**src/rtl/gtsc_pkg.sv**
```systemverilog
// shared widths, limits and register codes for the glass-tile address generator
`timescale 1ns / 1ps
`default_nettype none
package gtsc_pkg;

    localparam int MAX_WIDTH  = 4096;
    localparam int MAX_HEIGHT = 4096;

    localparam int COORD_W  = 12;   // coordinate fields
    localparam int EXTENT_W = 13;   // region width and bottom, up to the maximum itself
    localparam int TILE_W   = 6;    // tile size registers
    localparam int OFFS_W   = 6;    // signed offset inside a tile
    localparam int CENTRE_W = 13;   // saturating tile centre
    localparam int SUM_W    = 15;   // signed centre plus twice the offset

    localparam int ADDR_W = 5;
    localparam int DATA_W = 32;

    localparam logic [2:0] REG_TILE_WIDTH    = 3'd0;
    localparam logic [2:0] REG_TILE_HEIGHT   = 3'd1;
    localparam logic [2:0] REG_REGION_WIDTH  = 3'd2;
    localparam logic [2:0] REG_REGION_TOP    = 3'd3;
    localparam logic [2:0] REG_REGION_BOTTOM = 3'd4;

    localparam logic [TILE_W-1:0]   TILE_RESET   = TILE_W'(20);
    localparam logic [EXTENT_W-1:0] WIDTH_LIMIT  = EXTENT_W'(MAX_WIDTH);
    localparam logic [EXTENT_W-1:0] HEIGHT_LIMIT = EXTENT_W'(MAX_HEIGHT);

    // tile centre plus a step, held at the top of the range once it runs over
    function automatic logic [CENTRE_W-1:0] centre_add(input logic [CENTRE_W-1:0] centre,
                                                       input logic [TILE_W-1:0]   step);
        logic [CENTRE_W:0] sum;
        sum = {1'b0, centre} + {{(CENTRE_W - TILE_W + 1){1'b0}}, step};
        return sum[CENTRE_W] ? {CENTRE_W{1'b1}} : sum[CENTRE_W-1:0];
    endfunction

    // centre plus twice a signed offset, as a signed sum
    function automatic logic signed [SUM_W-1:0] centre_sum(input logic [CENTRE_W-1:0] centre,
                                                          input logic signed [OFFS_W-1:0] offs);
        logic signed [SUM_W-1:0] c;
        logic signed [SUM_W-1:0] o;
        c = $signed({{(SUM_W - CENTRE_W){1'b0}}, centre});
        o = SUM_W'(offs);
        return c + (o <<< 1);
    endfunction

endpackage
`default_nettype wire

```
**src/rtl/glass_tile_source_coordinates.sv**
```systemverilog
// top level: glass-tile source address generator with its register file
// ---------------------------------------------------------------------------
// usage
//   input channel s_*: one transfer per destination pixel. s_restart = 1 starts
//   a new pass at row region_top, column 0; s_restart = 0 moves on one pixel
//   in scan order. after the last pixel of the region the next transfer
//   starts a new pass by itself.
//   result channel m_*: one transfer per input transfer, carrying the
//   destination pixel, the source pixel to copy from, and row/frame end flags.
//   the user writes registers over apb only while the block is idle, which the
//   block does not enforce; pready is always high, reads return stored values.
// timing
//   the result is in the output register the cycle after the input transfer.
//   throughput is one pixel per cycle while the receiver does not stall; all
//   address work is a single combinational pass between the scan counters
//   and the output register.
// stall and reset
//   s_ready is high while the output register is empty or being drained, so a
//   stalled receiver stops the input after one held result. aresetn
//   (synchronous, active low) empties the output register, zeroes the scan
//   counters and loads the register reset values.
// ---------------------------------------------------------------------------
`timescale 1ns / 1ps
`default_nettype none
module glass_tile_source_coordinates (
    input  wire logic                            aclk,
    input  wire logic                            aresetn,
    // apb register port
    input  wire logic                            psel,
    input  wire logic                            penable,
    input  wire logic                            pwrite,
    input  wire logic [gtsc_pkg::ADDR_W-1:0]     paddr,
    input  wire logic [gtsc_pkg::DATA_W-1:0]     pwdata,
    output logic      [gtsc_pkg::DATA_W-1:0]     prdata,
    output logic                                 pready,
    // input channel
    input  wire logic                            s_valid,
    output logic                                 s_ready,
    input  wire logic                            s_restart,
    // result channel
    output logic                                 m_valid,
    input  wire logic                            m_ready,
    output logic      [gtsc_pkg::COORD_W-1:0]    m_dest_column,
    output logic      [gtsc_pkg::COORD_W-1:0]    m_dest_row,
    output logic      [gtsc_pkg::COORD_W-1:0]    m_source_column,
    output logic      [gtsc_pkg::COORD_W-1:0]    m_source_row,
    output logic                                 m_row_end,
    output logic                                 m_frame_end
);
    import gtsc_pkg::*;

    // ---------------- register file ----------------
    logic [TILE_W-1:0]   tile_width_reg;
    logic [TILE_W-1:0]   tile_height_reg;
    logic [EXTENT_W-1:0] region_width_reg;
    logic [COORD_W-1:0]  region_top_reg;
    logic [EXTENT_W-1:0] region_bottom_reg;

    logic       cfg_write;
    logic [2:0] cfg_index;

    assign pready    = 1'b1;
    assign cfg_write = psel && penable && pwrite;
    assign cfg_index = paddr[4:2];

    always_ff @(posedge aclk) begin
        if (!aresetn) begin
            tile_width_reg    <= TILE_RESET;
            tile_height_reg   <= TILE_RESET;
            region_width_reg  <= WIDTH_LIMIT;
            region_top_reg    <= '0;
            region_bottom_reg <= HEIGHT_LIMIT;
        end else if (cfg_write) begin
            unique case (cfg_index)
                REG_TILE_WIDTH:    tile_width_reg    <= pwdata[TILE_W-1:0];
                REG_TILE_HEIGHT:   tile_height_reg   <= pwdata[TILE_W-1:0];
                REG_REGION_WIDTH:  region_width_reg  <= pwdata[EXTENT_W-1:0];
                REG_REGION_TOP:    region_top_reg    <= pwdata[COORD_W-1:0];
                REG_REGION_BOTTOM: region_bottom_reg <= pwdata[EXTENT_W-1:0];
                default: ;  // unmapped addresses are ignored
            endcase
        end
    end

    always_comb begin
        prdata = '0;
        unique case (cfg_index)
            REG_TILE_WIDTH:    prdata = DATA_W'(tile_width_reg);
            REG_TILE_HEIGHT:   prdata = DATA_W'(tile_height_reg);
            REG_REGION_WIDTH:  prdata = DATA_W'(region_width_reg);
            REG_REGION_TOP:    prdata = DATA_W'(region_top_reg);
            REG_REGION_BOTTOM: prdata = DATA_W'(region_bottom_reg);
            default:           prdata = '0;
        endcase
    end

    // ---------------- effective settings ----------------
    // tiles below two pixels act as two; width and bottom are held to 1..limit
    logic [TILE_W-1:0]   tw, th;
    logic [TILE_W-2:0]   hw, hh;
    logic [TILE_W-1:0]   tw_rest, th_rest;
    logic [EXTENT_W-1:0] ew, eb, eb_last;

    always_comb begin
        tw = (tile_width_reg  < TILE_W'(2)) ? TILE_W'(2) : tile_width_reg;
        th = (tile_height_reg < TILE_W'(2)) ? TILE_W'(2) : tile_height_reg;
        hw = tw[TILE_W-1:1];
        hh = th[TILE_W-1:1];
        tw_rest = tw - {1'b0, hw};
        th_rest = th - {1'b0, hh};

        if (region_width_reg == '0)            ew = EXTENT_W'(1);
        else if (region_width_reg > WIDTH_LIMIT) ew = WIDTH_LIMIT;
        else                                    ew = region_width_reg;

        if (region_bottom_reg == '0)             eb = EXTENT_W'(1);
        else if (region_bottom_reg > HEIGHT_LIMIT) eb = HEIGHT_LIMIT;
        else                                      eb = region_bottom_reg;
        eb_last = eb - EXTENT_W'(1);
    end

    // ---------------- scan state ----------------
    logic [COORD_W-1:0]         column_count_reg, column_count_next;
    logic [COORD_W-1:0]         row_count_reg,    row_count_next;
    logic [CENTRE_W-1:0]        column_centre_reg, column_centre_next;
    logic signed [OFFS_W-1:0]   column_offset_reg, column_offset_next;
    logic [CENTRE_W-1:0]        row_centre_reg,   row_centre_next;
    logic signed [OFFS_W-1:0]   row_offset_reg,   row_offset_next;
    logic [COORD_W-1:0]         row_source_reg,   row_source_next;

    // output register
    logic                       m_valid_reg;
    logic [COORD_W-1:0]         dest_column_reg, dest_column_next;
    logic [COORD_W-1:0]         dest_row_reg,    dest_row_next;
    logic [COORD_W-1:0]         source_column_reg, source_column_next;
    logic [COORD_W-1:0]         source_row_reg;
    logic                       row_end_reg,   row_end_next;
    logic                       frame_end_reg, frame_end_next;

    logic s_take;
    assign s_ready = !m_valid_reg || m_ready;
    assign s_take  = s_valid && s_ready;

    // working copies after a possible restart
    logic [COORD_W-1:0]       cc, rc;
    logic [CENTRE_W-1:0]      ccen, rcen;
    logic signed [OFFS_W-1:0] coff, roff;
    logic signed [SUM_W-1:0]  row_sum, col_sum;
    logic signed [OFFS_W:0]   roff_inc, coff_inc;

    always_comb begin
        // restart reloads the pass start
        if (s_restart) begin
            cc   = '0;
            rc   = region_top_reg;
            rcen = {1'b0, region_top_reg};
            roff = '0;
            ccen = '0;
            coff = '0;
        end else begin
            cc   = column_count_reg;
            rc   = row_count_reg;
            rcen = row_centre_reg;
            roff = row_offset_reg;
            ccen = column_centre_reg;
            coff = column_offset_reg;
        end

        // first column of a row: latch the source row, step the vertical counters
        row_sum         = centre_sum(rcen, roff);
        roff_inc        = (OFFS_W + 1)'(roff) + (OFFS_W + 1)'(1);
        row_source_next = row_source_reg;
        row_centre_next = rcen;
        row_offset_next = roff;
        if (cc == '0) begin
            if (row_sum < 0)
                row_source_next = '0;
            else if (row_sum >= $signed({{(SUM_W - EXTENT_W){1'b0}}, eb}))
                row_source_next = eb_last[COORD_W-1:0];
            else
                row_source_next = row_sum[COORD_W-1:0];

            if (roff_inc >= $signed({2'b00, hh})) begin
                row_centre_next = centre_add(rcen, th);
                row_offset_next = OFFS_W'(0) - $signed(th_rest);
            end else begin
                row_offset_next = roff_inc[OFFS_W-1:0];
            end
            ccen = '0;
            coff = '0;
        end

        // source column, 0 when negative, the own column past the right edge
        col_sum = centre_sum(ccen, coff);
        if (col_sum >= $signed({{(SUM_W - EXTENT_W){1'b0}}, ew}))
            source_column_next = cc;
        else if (col_sum < 0)
            source_column_next = '0;
        else
            source_column_next = col_sum[COORD_W-1:0];

        row_end_next     = ({1'b0, cc} + EXTENT_W'(1)) >= ew;
        frame_end_next   = row_end_next && (({1'b0, rc} + EXTENT_W'(1)) >= eb);
        dest_column_next = cc;
        dest_row_next    = rc;

        // horizontal tile counters
        coff_inc = (OFFS_W + 1)'(coff) + (OFFS_W + 1)'(1);
        if (coff_inc >= $signed({2'b00, hw})) begin
            column_centre_next = centre_add(ccen, tw);
            column_offset_next = OFFS_W'(0) - $signed(tw_rest);
        end else begin
            column_centre_next = ccen;
            column_offset_next = coff_inc[OFFS_W-1:0];
        end

        // scan position
        column_count_next = cc + COORD_W'(1);
        row_count_next    = rc;
        if (row_end_next) begin
            column_count_next = '0;
            if (frame_end_next) begin
                // wrap to a fresh pass
                row_count_next     = region_top_reg;
                row_centre_next    = {1'b0, region_top_reg};
                row_offset_next    = '0;
                column_centre_next = '0;
                column_offset_next = '0;
            end else begin
                row_count_next = rc + COORD_W'(1);
            end
        end
    end

    always_ff @(posedge aclk) begin
        if (!aresetn) begin
            column_count_reg  <= '0;
            row_count_reg     <= '0;
            column_centre_reg <= '0;
            column_offset_reg <= '0;
            row_centre_reg    <= '0;
            row_offset_reg    <= '0;
            row_source_reg    <= '0;
            m_valid_reg       <= 1'b0;
        end else begin
            if (s_take) begin
                column_count_reg  <= column_count_next;
                row_count_reg     <= row_count_next;
                column_centre_reg <= column_centre_next;
                column_offset_reg <= column_offset_next;
                row_centre_reg    <= row_centre_next;
                row_offset_reg    <= row_offset_next;
                row_source_reg    <= row_source_next;
                m_valid_reg       <= 1'b1;
            end else if (m_ready) begin
                m_valid_reg <= 1'b0;
            end
        end
    end

    // result payload, loaded on each input transfer
    always_ff @(posedge aclk) begin
        if (s_take) begin
            dest_column_reg   <= dest_column_next;
            dest_row_reg      <= dest_row_next;
            source_column_reg <= source_column_next;
            source_row_reg    <= row_source_next;
            row_end_reg       <= row_end_next;
            frame_end_reg     <= frame_end_next;
        end
    end

    assign m_valid         = m_valid_reg;
    assign m_dest_column   = dest_column_reg;
    assign m_dest_row      = dest_row_reg;
    assign m_source_column = source_column_reg;
    assign m_source_row    = source_row_reg;
    assign m_row_end       = row_end_reg;
    assign m_frame_end     = frame_end_reg;

endmodule
`default_nettype wire

```
**config.mk**
```make
export PLATFORM = sky130hd
export DESIGN_NAME = glass_tile_source_coordinates
export DESIGN_NICKNAME = d
export VERILOG_FILES = /design/src/rtl/gtsc_pkg.sv /design/src/rtl/glass_tile_source_coordinates.sv
export SDC_FILE = /design/constraint.sdc
export NUM_CORES = 1
export LEC_CHECK = 0
export ABC_AREA = 1
export BUFFER_PORTS_ARGS = -buffer_cell sky130_fd_sc_hd__buf_2
export CAP_MARGIN = 20
export CORE_MARGIN = 2
export CORE_UTILIZATION = 45
export DETAILED_ROUTE_END_ITERATION = 8
export PLACE_DENSITY_LB_ADDON = 0.1
export SYNTH_ARGS = -nofsm -noshare
export SYNTH_HDL_FRONTEND = slang
export SYNTH_SLANG_ARGS = --single-unit
```
**constraint.sdc**
```tcl
create_clock -name aclk -period 5.9 [get_ports aclk]
set_clock_uncertainty 0.15 [all_clocks]
set_input_delay 0.59 -clock aclk [delete_from_list [all_inputs] [get_ports aclk]]
set_output_delay 0.59 -clock aclk [all_outputs]
set_load 0.01 [all_outputs]
```
* Word-level counts from Yosys, hierarchy flattened
Index checks and enable logic that the tools add are counted.
Widths: inputs -> output; s select.
** Operators by class
- Eq/ne operators :: 4
- Mux-type cells :: 41
- $add $sub $neg :: 15
- Reductions and logical operators :: 16
- $lt $le $gt $ge :: 12
** Operators with widths (number)
- $mux 13 :: 16
- $mux 12 :: 10
- $mux 6 :: 12
- $pmux 13 s5 :: 1
- $add 14x7->15 :: 2
- $ge 15x14->1 :: 2
- $lt 15x1->1 const B :: 2
- $add 13x6->14 :: 2
- $add 12x1->13 const B :: 2
- $ge 13x13->1 :: 2
- $gt 13x13->1 const B :: 2
- $logic_not 13->1 :: 2
- $add 12x1->12 const B :: 2
- $add 6x2->7 const B :: 2
- $ge 7x6->1 :: 2
- $logic_not 12->1 :: 1
- $lt 6x2->1 const B :: 2
- $sub 1x6->6 const A :: 2
- $sub 12x1->12 const B :: 1
- $sub 6x5->6 :: 2
- $reduce_and 2->1 :: 5
- $eq 3x2->1 const B :: 2
- $logic_and 1x1->1 :: 4
- $eq 3x1->1 const B :: 1
- 6 further kinds :: 7
** Word-level totals
- Flip-flop bits (word level) :: 175
- Output and inout port bits :: 85
- Logic and storage cells :: 107

* Depth between registers and ports, before layout
Gate-level depths: netlist (run 1).
- Depth after elaboration :: 8
- Gate-level depth with buffers :: 36

* Worst setup path before layout (run 1)
No wires, ideal clock.
- Path kind :: input-to-reg
- Start :: input port s_restart
- End :: register row_source_reg[8]
- Stages :: 27
- Library setup time :: 112 ps
- Arrival :: 4665 ps
- Path buffers :: 5
- Setup slack :: 973 ps
- Cells stage by stage :: buf_6 -> inv_4 -> buf_8 -> buf_4 -> clkbuf_1 -> buf_1 -> nand2_1 -> nand2_1 -> ha_1 -> fa_1 -> nand3_1 -> nand2_1 -> a21oi_1 -> o21ai_0 -> xnor2_1 -> inv_1 -> ha_1 -> nand4_1 -> or4_1 -> nand2_1 -> nand2_1 -> a21oi_1 -> nand2_1 -> nand3_1 -> nand3_1 -> nand2_1 -> inv_1
** Between the ends
- Longest elaborated chain between the ends :: 6
- Elaborated cells between the ends (all ways) :: 10
- Classes of those cells :: 1 x add/sub; 2 x order compare; 6 x mux; 1 x reduce/logical
** Ends and longest elaborated chain
- start: declaration :: line glass_tile_source_coordinates.sv:39 : input wire logic s_restart,
- $mux 13 / $mux 6 (equally long branches) :: line glass_tile_source_coordinates.sv:153 : if (s_restart) begin
- $add 14x7->15 :: line gtsc_pkg.sv:44 : return c + (o <<< 1);
- $ge 15x14->1 :: line glass_tile_source_coordinates.sv:178 : else if (row_sum >= $signed({{(SUM_W - EXTENT_W){1'b0}}, eb}))
- $mux 12 :: line glass_tile_source_coordinates.sv:178
- $mux 12 :: line glass_tile_source_coordinates.sv:176 : if (row_sum < 0)
- $mux 12 * :: line glass_tile_source_coordinates.sv:175 : if (cc == '0) begin
- end signal: assignment :: line glass_tile_source_coordinates.sv:253 : row_source_reg <= row_source_next;
- end: declaration :: line glass_tile_source_coordinates.sv:129 : logic [COORD_W-1:0] row_source_reg, row_source_next;
Mark *: on every way between the ends. The rest lies on a longest branch, timed or not.
A chain may end at the register's enable or synchronous reset.

* Worst setup path in the final report (run 1)
- Start :: input port s_restart
- End :: register source_row_reg[11], in the netlist m_source_row[11], data pin
** Between the ends
- Longest elaborated chain between the ends :: 6
- Elaborated cells between the ends (all ways) :: 10
- Classes of those cells :: 1 x add/sub; 2 x order compare; 6 x mux; 1 x reduce/logical
** Ends and longest elaborated chain
- $mux 13 / $mux 6 (equally long branches) :: line glass_tile_source_coordinates.sv:153
- $add 14x7->15 :: line gtsc_pkg.sv:44
- $ge 15x14->1 :: line glass_tile_source_coordinates.sv:178
- $mux 12 :: line glass_tile_source_coordinates.sv:178
- $mux 12 :: line glass_tile_source_coordinates.sv:176
- $mux 12 * :: line glass_tile_source_coordinates.sv:175
- net row_source_next[11] :: line glass_tile_source_coordinates.sv:129
- end signal: assignment :: line glass_tile_source_coordinates.sv:267 : source_row_reg <= row_source_next;
- end: declaration :: line glass_tile_source_coordinates.sv:136 : logic [COORD_W-1:0] source_row_reg;
Mark *: on every way through the listed nets, which the timed path passes. The rest lies on a longest branch.

==> run metrics, run 1 <==
status complete, no violations; GR Util All Layers 25.8%; met2 Use GR between 30% and 40%; CTS Buf Count 17; setup bufs post-CTS 0; CP max stage cell buf_4; Area Growth Syn to Fin 9.66%; I/O pins 130; met3 Use GR 4.46%; via/cell ratio about 5.4; pre-CTS setup slack roughly 0.43 ns; register area 4000 um2; cell area after synthesis approximately 14,000 um2; flops & latches, synth between 150 and 200; Worst IR Drop VDD roughly 0.21 mV; busiest grt layer met1; Clock power frac around 40%; fmax a little under 0.2 GHz; Tightest Pin Transition 0.967 ns; CTS H-tree depth 4; Initial DRT Pass Iterations 5; Fin Setup TNS 0 ns; unique cell type count in the Yosys netlist a little over 60; synthesized instance count between 1,500 and 2,000; CTS Buffer Depth 2; Pwr Total 0.00286 W; count of buffers from port buffering between 80 and 90; Fill cells approximately 3,000; Crit Path Class input port to flip-flop; HP Start pwdata[8]; CTS tree built; root buffer cell clkbuf_16; Synth Warn # 0; combinational share of power between 10 and 15%; first-pass GRT wire length ~63 mm; final wirelength 40.6 mm; # DRC 0; area of the multi-input gates around 8200 um2; # diodes 0; syn avg cell area 7.10 um2; nets@finish 2,143; vias in the first global route around 12,000; FF-to-FF Start column_count_reg[1]; global routing usage on met1 between 30% and 40%; period utilization 87.5%; Worst Setup Start Kind input port; DR iter-0 viols between 1,000 and 1,500; Die Ht between 150 and 200 um; Die ar. roughly 31,000 um2; CTS clk-pin slew, worst paths around 0.080 ns; crit end category flip-flop; share of cells above drive strength 1 between 10% and 20%; cts hold-fix bufs 0; most frequent cells in the layout nand2_1 (443), inv_1 (230), nor2_1 (160), a21oi_1 (148), o21ai_0 (128); Seq pwr share about 46%; hold crit path type input port to flip-flop; switching share of power between 30% and 40%; Routed Antenna Nets 0; RePlAce Congestion 0.948; post-cts repair resize count 0; CP startpoint s_restart; most common cell after layout, fill and taps aside nand2_1; CP Data Arrival Time between 5 and 6 ns; Rel. slew slack 35.3%; CP most frequent cell nand2_1; PwrDens ~190 nW/um2; largest net degree at the start of global routing roughly 90; Max Slew Vio Count 0; Worst Path Required slightly below 6 ns; Initial Utilization around 46%; Sink Count approximately 180; Hold Fails Final Rpt 0; post-route minimum period approximately 5.2 ns; Pleak 7.42 nW; net switching power 0.000879 W; Max-Cap Viols 0; CP max FO 36; CORE AREA about 30,000 um2; CP max stage delay between 0.5 and 0.6 ns; DR WL/cell between 15 and 20 um; Row Count 63; final worst slack between 0.7 and 0.8 ns; Worst-Skew Late Latency about 0.44 ns; Pint between 0.0015 and 0.002 W; grt ovf 0; initial antenna violation count 0; DIE WIDTH 177 um; RSZ-0062 raised after global routing false; post-synthesis sequential area ratio about 30%; estimated wirelength of the detail-placed design roughly 31 mm; Vias between 10,000 and 15,000; # setup viols final 0
## layout make-up
| class | instances | area share (%) |
|---|---|---|
| multi-input combinational | 1427 | 55.5 |
| sequential | 175 | 27.0 |
| inverter | 242 | 6.19 |
| timing repair buffer | 112 | 4.17 |
| tap | 390 | 3.29 |
| clock buffer | 17 | 2.87 |
| clock inverter | 15 | 0.987 |
## per-layer routing
metal	vias up	wire, um
met2	446	16900
met5	-	0
met4	0	776
met1	5984	20200
met3	50	2810
li1	6454	-
## per-stage QoR
| step | utilization (%) | std cells | instance area (um2) | hold slack [ns] |
|---|---|---|---|---|
| final | 50.0 | 2378 | 14800 | 0.258 |
| after global routing | 50.0 | 2378 | 14800 | 0.289 |
| after CTS | 50.0 | 2377 | 14800 | 0.252 |
| after detailed placement | 48.1 | 2345 | 14300 | 0.306 |
| after global placement | 48.1 | 2345 | 14300 | 0.302 |
| after floorplan | - | 1922 | 13600 | 0.295 |
## final timing paths
kind / end / slack (ns) / depth (start not counted)
setup / recovery: m_source_row[11] / 0.73 / 25
hold / removal: region_width_reg[8] / 0.26 / 3
setup reg to reg: m_source_column[11] / 0.89 / 25
hold reg to reg: row_offset_reg[4] / 0.32 / 2
## critical path, delay by kind of cell
kind                       cells  cell delay, ns
and+or+nand+nor               10            1.36
buffers and inverters          5            1.18
AOI/OAI and AO/OA              7            1.16
adders and majority gates      2            0.63
xor gates and xnor gates       1            0.23
## cell usage after synthesis (all sizes together)
cell type    n  share of area [%]
a311oi       1              0.065
a221oi       7               0.45
a21oi      165                6.6
a41oi        1              0.065
o21ai      147                5.8
ha         117                 11
nand2      463                 14
nand3      127                5.6
o31ai        2               0.11
o21a         2               0.11
clkbuf      37                1.0
xnor2       16                1.0
conb         2              0.056
a211oi       1              0.056
o41ai        1              0.065
xor2        51                3.3
inv        241                6.7
nand3b       2               0.14
a21boi       1              0.056
buf         41                2.2
a22oi        7               0.39
a22o         1              0.065
o21bai       5               0.31
clkinv       1              0.028
nor4         6               0.28
edfxtp      50                 11
a31o         1              0.065
nor3        19               0.85
o221ai       8               0.52
dfxtp      125                 19
a31oi       13               0.60
or4          1              0.056
nor3b        3               0.17
or3          2              0.093
nand4       30                1.4
fa           6               0.89
o22ai        4               0.19
nor2       168                5.0
o211ai      23                1.3
a21o         6               0.33
## cell families (layout without fill, tap and decap cells)
kind of cell | after synthesis | after routing | share of synthesized area (%)
AOI/OAI and AO/OA | 396 | 396 | 17.1
xor gates and xnor gates | 67 | 67 | 4.34
adders and majority gates | 123 | 123 | 11.7
buffers and inverters | 320 | 386 | 10.0
DFF | 175 | 175 | 29.6
other | 2 | 20 | 0.0555
and+or+nand+nor | 821 | 821 | 27.1
## power groups by stage
stage / sequential [W] / combinational (W) / clock (W)
6_report: 0.00131 / 0.000422 / 0.00113
4_1_cts: 0.00131 / 0.000415 / 0.00115
5_1_grt: 0.00131 / 0.000470 / 0.00119
3_3_place_gp: 0.00133 / 0.000408 / 0
3_5_place_dp: 0.00133 / 0.000413 / 0
2_1_floorplan: 0.00134 / 0.000281 / 0
(Power assumes the default switching activity.)
==> run 2: changes to the inputs <==
CORE_ASPECT_RATIO = 0.75   (was not set)
==> run 2 against run 1 <==
  * First-iteration DRC count is 2.9% higher
  * Sequential share of layout area is 0.089 points lower
  * Sequential cell count stayed put
  * Register-to-register slack worse by 0.10 ns
  * Count of clock-buffer cells in the layout is the same
  * Sequential power is essentially flat
  * Die area about the same
  * Critical path type unchanged
  * Largest cell class unchanged
==> run metrics, run 2 (synthesized netlist as in run 1, its figures left out) <==
estimated wirelength of the detail-placed design 32.9 mm; count of buffers from port buffering 88; Fin Setup TNS 0 ns; most frequent cells in the layout nand2_1 (443), inv_1 (230), nor2_1 (160), a21oi_1 (148), o21ai_0 (128); fmax ~0.20 GHz; Worst IR Drop VDD about 0.16 mV; Tightest Pin Transition between 0.9 and 1 ns; RSZ-0062 raised after global routing false; Vias 13,000; Worst Setup EP row_source_reg[11]; vias in the first global route ~12,000; crit end category flip-flop; initial antenna violation count 1; DIE WIDTH 204 um; CTS H-tree depth 4; Crit Path Class input port to flip-flop; CP max FO 17; CP Data Arrival Time 5.39 ns; Initial DRT Pass Iterations 5; Fill cells about 3,000; R2R Path End m_source_column[6]; GR Util All Layers 27.3%; nets@finish 2,142; Hold Fails Final Rpt 0; # setup viols final 0; I/O pins 130; setup bufs post-CTS 0; FF-to-FF Start column_count_reg[1]; reg2reg setup slack 0.79 ns; Initial Utilization a little under half; DR WL/cell around 18 um; RePlAce Congestion approximately 0.95; Pleak ~7.4 nW; Max-Cap Viols 0; post-cts repair resize count 0; Routed Antenna Nets 0; Worst Path Required a little over 6 ns; Area Growth Syn to Fin 10.0%; CP startpoint s_restart; worst r2r path cells 30; # DRC 0; most common cell after layout, fill and taps aside nand2_1; via/cell ratio 5.45; status complete, no violations; Min Hold Slack 0.243 ns; CTS clk-pin slew, worst paths roughly 0.080 ns; CTS Buf Count 17; Row Count between 50 and 60; CTS tree built; CORE AREA slightly below 30,000 um2; Sink Count around 180; root buffer cell clkbuf_16; register area ~4000 um2; period utilization 86.9%; grt ovf 0; hold crit path type input port to flip-flop; cts hold-fix bufs 0; first-pass GRT wire length 67.0 mm; DR iter-0 viols between 1,000 and 1,500; Worst-Skew Late Latency 0.46 ns; Max Slew Vio Count 0; Worst Setup Start Kind input port; area of the multi-input gates 8230 um2; Die ar. roughly 31,000 um2; largest net degree at the start of global routing 89; fin util roughly 51%; Rel. slew slack between 30 and 40%; share of cells above drive strength 1 between 10% and 20%; post-route minimum period 5.13 ns; CTS Buffer Depth 2; PwrDens approximately 200 nW/um2; Die Ht 154 um; final wirelength approximately 42 mm
## run 2: report_power, final
group / switching [W] / total (W) / leakage, nW / internal [W]
clock network: 0.000574 / 0.00122 / 0.306 / 0.000647
registers: 0.0000205 / 0.00131 / 1.52 / 0.00129
logic: 0.000295 / 0.000425 / 5.61 / 0.000131
total: 0.000890 / 0.00295 / 7.44 / 0.00207
## run 2: through the flow
stage | instances | total power, W | worst slack [ns] | cell area [um2]
4_1_cts | 2378 | 0.00297 | 0.848 | 14900
6_report | 2381 | 0.00295 | 0.774 | 14900
5_1_grt | 2380 | 0.00308 | 0.323 | 14900
3_5_place_dp | 2346 | 0.00175 | 0.434 | 14200
2_1_floorplan | 1922 | 0.00163 | 0.973 | 13600
3_3_place_gp | 2346 | 0.00174 | 0.511 | 14200
## run 2: how the worst min path moves through the flow
stage	start	endpoint	depth (start not counted)
after detailed placement	row_offset_reg[4]	row_offset_reg[4]	2
final	pwdata[10]	region_width_reg[10]	3
after floorplan	tile_width_reg[0]	tile_width_reg[0]	2
after CTS	pwdata[10]	region_width_reg[10]	3
after global placement	row_offset_reg[4]	row_offset_reg[4]	2
after global routing	pwdata[10]	region_width_reg[10]	3
## run 2: layout make-up
type | count | area share, %
diodes | 2 | 0.0336
flip-flops and latches | 175 | 26.9
clock buffers | 17 | 2.86
inverters | 242 | 6.17
multi-input cells | 1427 | 55.3
clock inverters | 15 | 1.31
repair buffers | 111 | 4.10
well taps | 392 | 3.30
## run 2: layer usage
| layer | up-vias | GRT usage [%] | share of wire (%) |
|---|---|---|---|
| li1 | 6462 | - | - |
| met1 | 6041 | 43.1 | 52 |
| met2 | 443 | 37.5 | 39 |
| met3 | 31 | 5.55 | 8.0 |
| met4 | 0 | 5.66 | 0.96 |
| met5 | - | 0 | 0 |
## run 2: worst max-delay path, stage by stage
cell and delay, ns:
buf_2 0.17, inv_4 0.19, buf_4 0.33, nand2_1 0.20, inv_1 0.35, ha_1 0.35
a21oi_1 0.16, o21ai_0 0.13, a21oi_1 0.22, o21ai_0 0.13, xnor2_1 0.29, inv_1 0.09
ha_1 0.30, nand4_1 0.10, or4_1 0.50, nand2_1 0.09, nand2_1 0.06, nand2_1 0.18
nand2_1 0.28, nand2_1 0.22, nand3_1 0.19, nand3_1 0.14, nand2_1 0.06, inv_1 0.04
==> run 3: changes to the inputs <==
CTS_CLUSTER_DIAMETER = 30   (was not set)
MAX_ROUTING_LAYER = met4   (was not set)
clock period = 4.76 ns   (was 5.9 ns; I/O delays follow)
==> run 3 against run 2 <==
  * Sequential cell count stayed put
  * Final cell count is 6.0% higher
  * Wire length is 3.5% higher
  * Hold slack worse by 0.10 ns
  * Via count is 3.8% higher
  * Clock power is 20% higher
  * Sequential power is 24% higher
  * Final area is 7.8% higher
  * Count of clock-buffer cells in the layout is 2 higher
  * Largest power group unchanged
  * Critical endpoint is now m_source_column[10]
==> run metrics, run 3 (synthesized netlist as in run 1, its figures left out) <==
status complete, no violations; DR WL/cell ~17 um; CP max stage delay between 0.3 and 0.4 ns; Rel. slew slack a little over a third; most common cell after layout, fill and taps aside nand2_1; CORE AREA about 30,000 um2; estimated wirelength of the detail-placed design around 35 mm; Worst IR Drop VDD 0.222 mV; met3 WL roughly 3.8 mm; HP Start pwdata[8]; family with the most delay on the worst path simple AND/OR/NAND/NOR gates; Post-DP Area approximately 15,000 um2; DIE WIDTH roughly 200 um; share of cells above drive strength 1 between 10% and 20%; Die ar. about 31,000 um2; Buf/Inv on CP 7; initial antenna violation count 1; Row Count 54; via/cell ratio around 5.3; Vias approximately 13,000; Min Hold Slack ~0.14 ns; CP Data Arrival Time around 4.6 ns; fin cells 2,524; grt ovf 0; CP max FO 12; # DRC 0; most frequent cells in the layout nand2_1 (443), inv_1 (229), buf_4 (159), nor2_1 (158), a21oi_1 (146); largest net degree at the start of global routing 72; hold crit path type input port to flip-flop; Worst Setup Start Kind flip-flop; DR iter-0 viols around 1,300; Hold Fails Final Rpt 0; count of buffers from port buffering about 90; Worst-Skew Late Latency 0.46 ns; FF-to-FF Start column_count_reg[0]; Sink Count 175; post-route minimum period roughly 4.5 ns; Die Ht about 150 um; period utilization a little over nine tenths; CTS clk-pin slew, worst paths around 0.08 ns; vias in the first global route 12,300; Pleak about 8 nW; fmax around 0.22 GHz; Crit Path Class flip-flop to flip-flop; Max-Cap Viols 0; routed wire length on met2 around 17 mm; PwrDens roughly 230 nW/um2; Initial DRT Pass Iterations 6; CP startpoint column_count_reg[0]; # setup viols final 0; CTS Buf Count 17; Max Slew Vio Count 0; CTS tree built; # placed instances about 2,500; Worst Path Required between 4 and 5 ns; CTS H-tree depth 4; Pwr Total between 0.003 and 0.004 W; nets@finish approximately 2,300; Tightest Pin Transition between 0.9 and 1 ns; final wirelength 43.8 mm; CP max stage cell o41ai_2; Initial Utilization about 46%; Top Layer Used met4; I/O pins between 100 and 150; CP most frequent cell nand2_1; wl on met1 22.5 mm; GR Util All Layers ~29%; crit end category flip-flop; first-pass GRT wire length 67.9 mm; root buffer cell clkbuf_16; Routed Antenna Nets 0; Final Cell Area ~16,000 um2; Area Growth Syn to Fin 18.6%; RePlAce Congestion between 0.9 and 1; CTS Buffer Depth 2
-- run 3: changes by cell type in the layout (fill, tap and decap cells not counted), sizes merged --
cell and change:
buf +144, clkbuf +2, clkinv -2, clkinvlp +2, inv -2, diode -1
-- run 3: per-stage QoR --
| step | utilization (%) | setup WS [ns] | TNS [ns] |
|---|---|---|---|
| after floorplan | - | 0.00384 | 0 |
| after global placement | 52.3 | -0.0821 | -0.450 |
| after detailed placement | 52.3 | -0.132 | -1.55 |
| after CTS | 54.3 | 0.181 | 0 |
| after global routing | 54.7 | -0.0495 | -0.383 |
| final | 54.7 | 0.221 | 0 |
-- run 3: report_power, final --
part | switching [W] | internal, W | leakage [nW]
Clock | 0.000675 | 0.000789 | 0.285
Combinational | 0.000375 | 0.000198 | 6.35
Sequential | 0.0000259 | 0.00160 | 1.52
Total | 0.00108 | 0.00258 | 8.15
-- run 3: area by class of cell --
| type | instances | area (um2) |
|---|---|---|
| flip-flops and latches | 175 | 4000 |
| multi-input cells | 1427 | 8270 |
| fillers | 2845 | 13300 |
| inverters | 242 | 922 |
| diodes | 1 | 2.50 |
| clock inverters | 13 | 155 |
| repair buffers | 255 | 1760 |
| well taps | 392 | 490 |
| clock buffers | 19 | 433 |
-- run 3: tightest hold or removal path, cell delays in order --
cell and delay, ns:
buf_2 0.11, nor2_1 0.05, nor2_1 0.08
-- run 3: metal layers --
layer / up-vias / GRT usage [%]
met1: 6219 / 43.8
met5: - / -
li1: 6745 / -
met4: 0 / 5.62
met2: 469 / 37.9
met3: 34 / 6.23
-- run 3: final timing paths --
path / slack (ns) / depth (start not counted) / to
hold reg to reg: 0.31 / 2 / row_offset_reg[0]
hold / removal: 0.14 / 3 / region_width_reg[8]
setup / recovery: 0.22 / 30 / m_source_column[10]
setup reg to reg: 0.22 / 30 / m_source_column[10]
-- run 3: repair_timing --
item	CTS	global route
endpoints found under the setup margin	0	14
setup buffers	0	4
hold buffers	0	0
gates resized for setup	0	14
